--- src/hw/rtl/scel_pkg.sv ---
// Shared types and constants for the square channel envelope/length controller.
package scel_pkg;

    typedef enum logic [0:0] {
        CMD_WRITE = 1'b0,
        CMD_TICK  = 1'b1
    } cmd_t;

    typedef enum logic [1:0] {
        REG_LEN_DUTY = 2'd0,
        REG_ENVELOPE = 2'd1,
        REG_FREQ_LO  = 2'd2,
        REG_FREQ_HI  = 2'd3
    } reg_sel_t;

    localparam int ELAPSED_W = 24;
    localparam int LIMIT_W   = 32;

    localparam logic [ELAPSED_W-1:0] ELAPSED_MAX = {ELAPSED_W{1'b1}};
    localparam logic [7:0]           ENV_DIR_MASK = 8'h08;
    localparam logic [3:0]           VOL_MAX      = 4'd15;
    localparam logic [6:0]           LENGTH_SPAN  = 7'd64;

endpackage

--- src/hw/rtl/square_channel_envelope_length.sv ---
// Square channel control: envelope, length timer, period and duty registers per beat.
// Each input beat is a register write or a time tick; each gives one result beat
// with the channel state after it. One beat is accepted per cycle unless a stalled
// result holds the flow. A taken beat is held in the input register; the state
// register, which also drives the result ports, then loads from it unless a waiting
// result is stalled. A tick compares the saturating envelope and length counters
// against thresholds derived from CYCLES_PER_SECOND.
module square_channel_envelope_length
    import scel_pkg::*;
#(
    parameter int CYCLES_PER_SECOND = 4213440
) (
    input  logic        aclk,
    input  logic        aresetn,
    input  logic        s_valid,
    output logic        s_ready,
    input  logic        s_command,
    input  logic [1:0]  s_reg_select,
    input  logic [7:0]  s_write_data,
    input  logic [15:0] s_tick_cycles,
    output logic        m_valid,
    input  logic        m_ready,
    output logic        m_channel_on,
    output logic [3:0]  m_volume_level,
    output logic [10:0] m_period_value,
    output logic [1:0]  m_duty_code,
    output logic [7:0]  m_envelope_byte
);

    localparam logic [LIMIT_W-1:0] CPS = LIMIT_W'(CYCLES_PER_SECOND);

    logic                 in_valid_reg;
    logic                 cmd_reg;
    logic [1:0]           sel_reg;
    logic [7:0]           data_reg;
    logic [15:0]          cycles_reg;

    logic                 out_valid_reg;
    logic [5:0]           length_load_reg, length_load_next;
    logic [1:0]           duty_sel_reg, duty_sel_next;
    logic [7:0]           env_reg, env_next;
    logic [10:0]          freq_reg, freq_next;
    logic                 length_enable_reg, length_enable_next;
    logic                 active_reg, active_next;
    logic [ELAPSED_W-1:0] env_elapsed_reg, env_elapsed_next;
    logic [ELAPSED_W-1:0] len_elapsed_reg, len_elapsed_next;

    logic                 advance;
    logic [ELAPSED_W:0]   env_sum, len_sum;
    logic [ELAPSED_W-1:0] env_sat, len_sat;
    logic [LIMIT_W-1:0]   env_limit, len_limit;
    logic                 env_fire, len_expire;
    logic [2:0]           env_period;
    logic [3:0]           vol;

    assign advance = in_valid_reg && (!out_valid_reg || m_ready);
    assign s_ready = !in_valid_reg || advance;

    always_ff @(posedge aclk) begin
        if (!aresetn) begin
            in_valid_reg <= 1'b0;
        end else if (s_ready) begin
            in_valid_reg <= s_valid;
        end
        if (s_valid && s_ready) begin
            cmd_reg    <= s_command;
            sel_reg    <= s_reg_select;
            data_reg   <= s_write_data;
            cycles_reg <= s_tick_cycles;
        end
    end

    assign env_period = env_reg[2:0];
    assign vol        = env_reg[7:4];
    assign env_sum    = {1'b0, env_elapsed_reg} + (ELAPSED_W + 1)'(cycles_reg);
    assign len_sum    = {1'b0, len_elapsed_reg} + (ELAPSED_W + 1)'(cycles_reg);
    assign env_sat    = env_sum[ELAPSED_W] ? ELAPSED_MAX : env_sum[ELAPSED_W-1:0];
    assign len_sat    = len_sum[ELAPSED_W] ? ELAPSED_MAX : len_sum[ELAPSED_W-1:0];
    assign env_limit  = LIMIT_W'(env_period) * CPS;
    assign len_limit  = LIMIT_W'(LENGTH_SPAN - {1'b0, length_load_reg}) * CPS;
    assign env_fire   = (LIMIT_W'({env_sat, 6'b0}) > env_limit);
    assign len_expire = length_enable_reg && (LIMIT_W'({len_sat, 8'b0}) >= len_limit);

    always_comb begin
        length_load_next   = length_load_reg;
        duty_sel_next      = duty_sel_reg;
        env_next           = env_reg;
        freq_next          = freq_reg;
        length_enable_next = length_enable_reg;
        active_next        = active_reg;
        env_elapsed_next   = env_elapsed_reg;
        len_elapsed_next   = len_elapsed_reg;
        if (cmd_t'(cmd_reg) == CMD_TICK) begin
            if (env_period != 3'd0) begin
                if (env_fire) begin
                    env_elapsed_next = '0;
                    if (env_reg[3]) begin
                        if (vol == VOL_MAX) begin
                            env_next = env_reg & ENV_DIR_MASK;
                        end else begin
                            env_next = {vol + 4'd1, env_reg[3:0]};
                        end
                    end else begin
                        if (vol == 4'd0) begin
                            env_next = env_reg & ENV_DIR_MASK;
                        end else begin
                            env_next = {vol - 4'd1, env_reg[3:0]};
                        end
                    end
                end else begin
                    env_elapsed_next = env_sat;
                end
            end
            len_elapsed_next = len_sat;
            if (len_expire) begin
                active_next = 1'b0;
            end
        end else begin
            case (reg_sel_t'(sel_reg))
                REG_LEN_DUTY: begin
                    length_load_next = data_reg[5:0];
                    duty_sel_next    = data_reg[7:6];
                end
                REG_ENVELOPE: begin
                    env_next = data_reg;
                end
                REG_FREQ_LO: begin
                    freq_next = {freq_reg[10:8], data_reg};
                end
                REG_FREQ_HI: begin
                    freq_next          = {data_reg[2:0], freq_reg[7:0]};
                    length_enable_next = data_reg[6];
                    if (data_reg[7]) begin
                        active_next      = 1'b1;
                        len_elapsed_next = '0;
                    end
                end
                default: begin
                    env_next = env_reg;
                end
            endcase
        end
    end

    always_ff @(posedge aclk) begin
        if (!aresetn) begin
            out_valid_reg     <= 1'b0;
            length_load_reg   <= '0;
            duty_sel_reg      <= '0;
            env_reg           <= '0;
            freq_reg          <= '0;
            length_enable_reg <= 1'b0;
            active_reg        <= 1'b0;
            env_elapsed_reg   <= '0;
            len_elapsed_reg   <= '0;
        end else begin
            if (advance) begin
                out_valid_reg     <= 1'b1;
                length_load_reg   <= length_load_next;
                duty_sel_reg      <= duty_sel_next;
                env_reg           <= env_next;
                freq_reg          <= freq_next;
                length_enable_reg <= length_enable_next;
                active_reg        <= active_next;
                env_elapsed_reg   <= env_elapsed_next;
                len_elapsed_reg   <= len_elapsed_next;
            end else if (m_ready) begin
                out_valid_reg <= 1'b0;
            end
        end
    end

    assign m_valid         = out_valid_reg;
    assign m_channel_on    = active_reg;
    assign m_volume_level  = env_reg[7:4];
    assign m_period_value  = freq_reg;
    assign m_duty_code     = duty_sel_reg;
    assign m_envelope_byte = env_reg;

endmodule

--- config.mk ---
export PLATFORM = sky130hd
export DESIGN_NAME = square_channel_envelope_length
export DESIGN_NICKNAME = d
export VERILOG_FILES = /design/src/hw/rtl/scel_pkg.sv /design/src/hw/rtl/square_channel_envelope_length.sv
export SDC_FILE = /design/constraint.sdc
export NUM_CORES = 1
export LEC_CHECK = 0
export ABC_CLOCK_PERIOD_IN_PS = 13600
export BUFFER_PORTS_ARGS = -buffer_cell sky130_fd_sc_hd__buf_2
export CAP_MARGIN = 20
export CORE_MARGIN = 5
export CORE_UTILIZATION = 25
export CTS_CLUSTER_DIAMETER = 150
export DETAILED_ROUTE_END_ITERATION = 6
export GPL_TIMING_DRIVEN = 0
export PLACE_DENSITY = 0.51
export SLEW_MARGIN = 40
export SYNTH_ARGS = -nofsm -noshare
export SYNTH_HDL_FRONTEND = slang
export SYNTH_SLANG_ARGS = --single-unit
--- constraint.sdc ---
create_clock -name aclk -period 13.6 [get_ports aclk]
set_clock_uncertainty 0.15 [all_clocks]
set_input_delay 3.4 -clock aclk [delete_from_list [all_inputs] [get_ports aclk]]
set_output_delay 3.4 -clock aclk [all_outputs]
set_load 0.03 [all_outputs]
==> impl_metrics.ini, run 1 <==
[yosys]
synth_area_um2 = 8360
yosysWarnings = 0
ys_seq_elements = 106
synthTopCellsByArea = dfxtp_1 19%, ha_1 19%, edfxtp_1 9.7%, nand2_1 3.9%, xnor2_1 3.8%
avgSynthCellArea_um2 = 8.80
synth_edf_count = 27
ys.flop_type = dfxtp_1
yosysUniqueCellTypes = 65
async_reset_ff_share_pct = 0
netlist.area_leader.share_pct = 18.9
ys_seq_area_share_pct = 28.6
synthesis.nets = 1119
syn_inst = 950
yosysTopAreaCell = dfxtp_1

[clock_tree]
cts_buffers = 9
htree_levels = 3
cts_root_buf = clkbuf_16
postCtsHoldBufs = 0
post-cts-setup-buffer-count = 0
clk_latency_ns = 0.37
cts_tree = yes
path_clk_slew_ns = 0.08
clockBufferDepth = 2
ctsResizeCount = 0
cts.sinks = 106

[critical_path]
worst-path-max-fanout = 3
arrival_ns = 3.97
r2r_setup_slack_ns = 6.61
end_kind = primary output
cp-start-kind = primary input
path_class = primary input to primary output
worst_ep_required_time_ns = 10.05

[global_routing]
grt_max_degree = 28
grt_use_met3_pct = 1.95
grt_pass1_vias = 6507
grtUsageMet1_pct = 16.4
use_met2_pct = 18.5
grt_pass1_wl_um = 34300
antenna_found_initial = 0
grt_usage_pct = 11.6
busiest_layer = met2
grt_overflow_total = 0

[floorplanning]
num_rows = 67
core_area_um2 = 33300
io_pins = 59
die_area_um2 = 37200
fp.dieW_um = 193
die_h_um = 193
initial_core_util_pct = 25.1

[detailed_routing]
firstDrtPassIters = 4
ant_nets = 0
avgViaCountPerCell = 4.60
drt-wirelength-per-cell_um = 14.4
drc_errors = 0
wirelength_um = 21200
drtIter0Drc = 288
vias = 6765

[sta]
slew_viol_final = 0
slew_headroom_pct = 50.3
hold_viol = 0
fmax_mhz = 133
finalCritPeriodShare_pct = 55.3
rsz0062_at_grt = no
period_minus_slack_ns = 7.52
worst_pin_slew_ns = 0.738
setup_tns_ns = 0
setup_viol = 0

[cells_and_area]
layout-drive-gt1-share_pct = 9.96
diodes = 0
stdcell_count = 1472
syn_to_final_growth_pct = 14.1
nNetsFinal = 1188
finish.utilization_pct = 28.7

[power]
clkPwrFrac_pct = 36.4
leakage_nw = 4.33
power_density_nw_per_um2 = 80.4
p_int_uw = 529
p_comb_share_pct = 19.1
ir_worst_vdd_uv = 52.5
swShare_pct = 31.1
pwr-share-seq_pct = 44.5
p_switching_uw = 239

[place]
io_buffers = 58
dp_hpwl_um = 17100
gp_congestion = 0.848
dp_cells = 1456

[status]
run_status = finished clean

[hold_path]
min_path_type = flop to flop

[job]
max-cap-violations = 0
==> power groups by stage <==
stage	sequential (mW)	combinational [mW]	clock, mW
4_1_cts	0.342	0.149	0.288
3_3_place_gp	0.349	0.147	0
2_1_floorplan	0.347	0.109	0
5_1_grt	0.343	0.171	0.300
3_5_place_dp	0.349	0.147	0
6_report	0.341	0.147	0.279
==> cells by family (layout without fill, tap and decap cells) <==
kind of cell             Yosys count  after routing  synth area share [%]
AND/OR/NAND/NOR                  282            282                  16.9
AO/OA/AOI/OAI                    234            234                  18.7
adder cells (fa/ha/maj)          138            138                  21.8
buffers and inverters            112            186                  5.36
flip-flops                       106            106                  28.6
XOR/XNOR                          50             50                  5.24
multiplexers                      28             28                  3.40
==> Yosys cell counts (13+ instances only) <==
master / n
dfxtp_1: 79
nand2_1: 86
a22oi_1: 18
clkbuf_1: 22
edfxtp_1: 27
fa_1: 13
ha_1: 125
xnor2_1: 36
a21oi_1: 51
o21a_1: 13
o21ai_1: 23
nand3_1: 19
nor2b_1: 47
nor2_1: 48
a21o_1: 30
o21ai_0: 40
and2_1: 13
xor2_1: 14
mux2i_1: 25
and3_1: 13
inv_1: 83
==> layout make-up <==
class,count,area (um^2)
buffer,29,136
clock buffer,9,225
clock inverter,7,86.3
fill,3599,23700
inverter,83,312
multi-input combinational,732,5540
sequential,106,2390
tap,448,561
timing repair buffer,58,290
==> layer usage <==
layer | share of wire [%] | vias to the layer above
li1 | - | 3491
met1 | 51 | 3144
met2 | 44 | 121
met3 | 3.9 | 9
met4 | 1.1 | 0
met5 | 0 | -
==> critical path, stage by stage <==
cell and delay [ns]:
buf_2 0.11, nor2b_1 0.17, nand2_1 0.10, buf_2 0.19
==> per-stage QoR <==
| stage | hold slack, ns | setup slack (ns) | power, mW | cell area, um^2 |
|---|---|---|---|---|
| finish | 0.304 | 6.08 | 0.767 | 9540 |
| global route | 0.328 | 5.96 | 0.814 | 9540 |
| CTS | 0.307 | 6.08 | 0.779 | 9530 |
| detailed placement | 0.295 | 6.08 | 0.496 | 9220 |
| global placement | 0.290 | 6.09 | 0.496 | 9210 |
| floorplan | 0.280 | 6.27 | 0.456 | 8360 |
==> placed cells by master (no fill, tap or decap), types with 12 or more instances in the layout <==
cell type  count
ha_1         125
nand2_1       86
inv_1         83
dfxtp_1       79
buf_2         59
a21oi_1       51
nor2_1        48
nor2b_1       47
o21ai_0       40
xnor2_1       36
a21o_1        30
edfxtp_1      27
mux2i_1       25
o21ai_1       23
clkbuf_1      22
nand3_1       19
a22oi_1       18
xor2_1        14
o21a_1        13
and3_1        13
fa_1          13
nand2b_1      12
and2_1        12
==> worst paths after layout <==
path / from / to / cells past startpoint
setup reg to reg: length_load_reg[0] / m_channel_on / 32
hold reg to reg: env_elapsed_reg[15] / env_elapsed_reg[15] / 2
hold / removal: env_elapsed_reg[15] / env_elapsed_reg[15] / 2
setup / recovery: m_ready / s_ready / 4
No activity file was read; power rests on OpenSTA's default activity.
==> run 2: changes to the inputs <==
--- a/config.mk
+++ b/config.mk
@@ -5,7 +5,7 @@
 export SDC_FILE = /design/constraint.sdc
 export NUM_CORES = 1
 export LEC_CHECK = 0
-export ABC_CLOCK_PERIOD_IN_PS = 13600
+export ABC_CLOCK_PERIOD_IN_PS = 6530
 export BUFFER_PORTS_ARGS = -buffer_cell sky130_fd_sc_hd__buf_2
 export CAP_MARGIN = 20
 export CORE_MARGIN = 5
@@ -13,7 +13,7 @@
 export CTS_CLUSTER_DIAMETER = 150
 export DETAILED_ROUTE_END_ITERATION = 6
 export GPL_TIMING_DRIVEN = 0
-export PLACE_DENSITY = 0.51
+export PLACE_DENSITY = 0.52
 export SLEW_MARGIN = 40
 export SYNTH_ARGS = -nofsm -noshare
 export SYNTH_HDL_FRONTEND = slang
==> constraint.sdc (replaced) <==
create_clock -name aclk -period 6.53 [get_ports aclk]
set_clock_uncertainty 0.15 [all_clocks]
set_input_delay 1.6325 -clock aclk [delete_from_list [all_inputs] [get_ports aclk]]
set_output_delay 1.6325 -clock aclk [all_outputs]
set_load 0.03 [all_outputs]
==> run 2 against run 1 <==
Compared with the run above: wire length rose by 1.0%; largest cell class unchanged; sequential share of layout area fell by 0.21 points; highest routed layer unchanged; via count up 1.0%; die area did not move; sequential power rose by 110%; critical path depth rose by 27; power up 110%; cell area is 1.0% higher; clock power is 110% higher; register-to-register slack worse by 6.2 ns; utilization is 0.29 points higher.
==> impl_metrics.ini, run 2 (same netlist as run 1, synthesis figures left out) <==
[status]
run_status = finished clean

[sta]
setup_tns_ns = 0
worst_pin_slew_ns = 0.789
period_minus_slack_ns = 6.08
slew_headroom_pct = 46.9
slew_viol_final = 0
rsz0062_at_grt = no
fmax_mhz = 165
hold_viol = 0
finalCritPeriodShare_pct = 93.1
hold_slack_ns = 0.305
setup_viol = 0

[cells_and_area]
final_common_cell = ha_1
layout-drive-gt1-share_pct = 12.1
syn_to_final_growth_pct = 15.3
nNetsFinal = 1189
ff_latch_area_um2 = 2400
final_cell_mix = 124 x ha_1, 86 x nand2_1, 79 x inv_1, 78 x dfxtp_1, 59 x buf_2
fin_area_um2 = 9640
stdcell_count = 1473
finish.utilization_pct = 29.0
n_fill_cell = 3556
multi_input_area_um2 = 5630
diodes = 0

[critical_path]
worst_ep_required_time_ns = 6.70
max_stage_delay_ns = 0.52
slowest_stage = fa_1
cpMostUsedCell = ha_1
path_class = flop to flop
end_kind = flop
worst-path-max-fanout = 8
arrival_ns = 6.24
cp-start-kind = flop
r2r_setup_slack_ns = 0.45
reg2regPathDepth = 31

[detailed_routing]
drtIter0Drc = 312
drt-wirelength-per-cell_um = 14.6
wirelength_um = 21500
avgViaCountPerCell = 4.64
ant_nets = 0
vias = 6836
firstDrtPassIters = 4
drc_errors = 0

[clock_tree]
htree_levels = 3
cts_tree = yes
cts_buffers = 9
clk_latency_ns = 0.37
clockBufferDepth = 2
postCtsHoldBufs = 0
path_clk_slew_ns = 0.09
cts.sinks = 106
cts_root_buf = clkbuf_16

[power]
power_density_nw_per_um2 = 167
p_int_mw = 1.10
ir_worst_vdd_uv = 110
leakage_nw = 4.36
swShare_pct = 31.3
p_switching_uw = 502
pwr-share-seq_pct = 44.3
clkPwrFrac_pct = 36.2
p_comb_share_pct = 19.5

[global_routing]
antenna_found_initial = 1
grt_overflow_total = 0
grt_pass1_vias = 6704
grt_max_degree = 28
grt_usage_pct = 11.7
grt_pass1_wl_um = 34900

[floorplanning]
fp.dieW_um = 193
initial_core_util_pct = 25.1
core_area_um2 = 33300
die_h_um = 193
die_area_um2 = 37200
io_pins = 59
num_rows = 67

[place]
dp_hpwl_um = 17200
gp_congestion = 0.822
dp_cells = 1456
io_buffers = 58
placed_area_um2 = 9220

[hold_path]
hold_depth = 2
min_path_type = flop to flop

[job]
max-cap-violations = 0
==> run 2: layout make-up <==
| class | instances | share of cell area, % |
|---|---|---|
| Clock inverter | 7 | 0.896 |
| Clock buffer | 9 | 2.34 |
| Inverter | 83 | 3.23 |
| Sequential cell | 106 | 24.9 |
| Tap cell | 448 | 5.81 |
| Timing Repair Buffer | 59 | 3.09 |
| Buffer | 29 | 1.41 |
| Multi-Input combinational cell | 732 | 58.4 |
==> run 2: path summary, 6_finish.rpt <==
kind,startpoint,to
worst max-delay path,length_load_reg[0],m_channel_on
worst min-delay path,env_elapsed_reg[7],env_elapsed_reg[7]
worst max register to register,length_load_reg[0],m_channel_on
worst min register to register,env_elapsed_reg[7],env_elapsed_reg[7]
==> run 2: routing by layer <==
layer / routed length (um) / part of all wire [%] / track usage (%)
met1: 10900 / 51 / 16.8
met2: 9420 / 44 / 18.6
met3: 796 / 3.7 / 1.83
met4: 326 / 1.5 / 3.00
met5: 0 / 0 / 0
==> run 2: through the flow <==
stage,setup WS [ns],total power [mW]
finish,0.451,1.61
global route,0.0148,1.70
CTS,0.00445,1.62
detailed placement,-0.378,1.03
global placement,-0.336,1.03
floorplan,0.551,0.950
==> run 2: what timing repair did <==
action	in CTS	in global routing
pin swaps	1	2
endpoints found under the hold margin	0	0
endpoints found under the setup margin	1	1
buffers inserted	1	0
gates cloned	0	0
resized for setup	5	19
==> run 2: power by group through the flow <==
stage	Combinational [mW]	Sequential [mW]	Clock, mW
5_1_grt	0.365	0.714	0.620
4_1_cts	0.314	0.712	0.598
2_1_floorplan	0.228	0.722	0
3_3_place_gp	0.305	0.727	0
6_report	0.313	0.711	0.582
3_5_place_dp	0.308	0.727	0
==> run 2: critical path, delay by kind of cell, from the launching register on <==
family	cells	cell delay (ns)
compound gates	13	2.01
fa+ha+maj	7	2.13
buf+inv	4	0.34
flops	1	0.40
simple gates	7	0.96
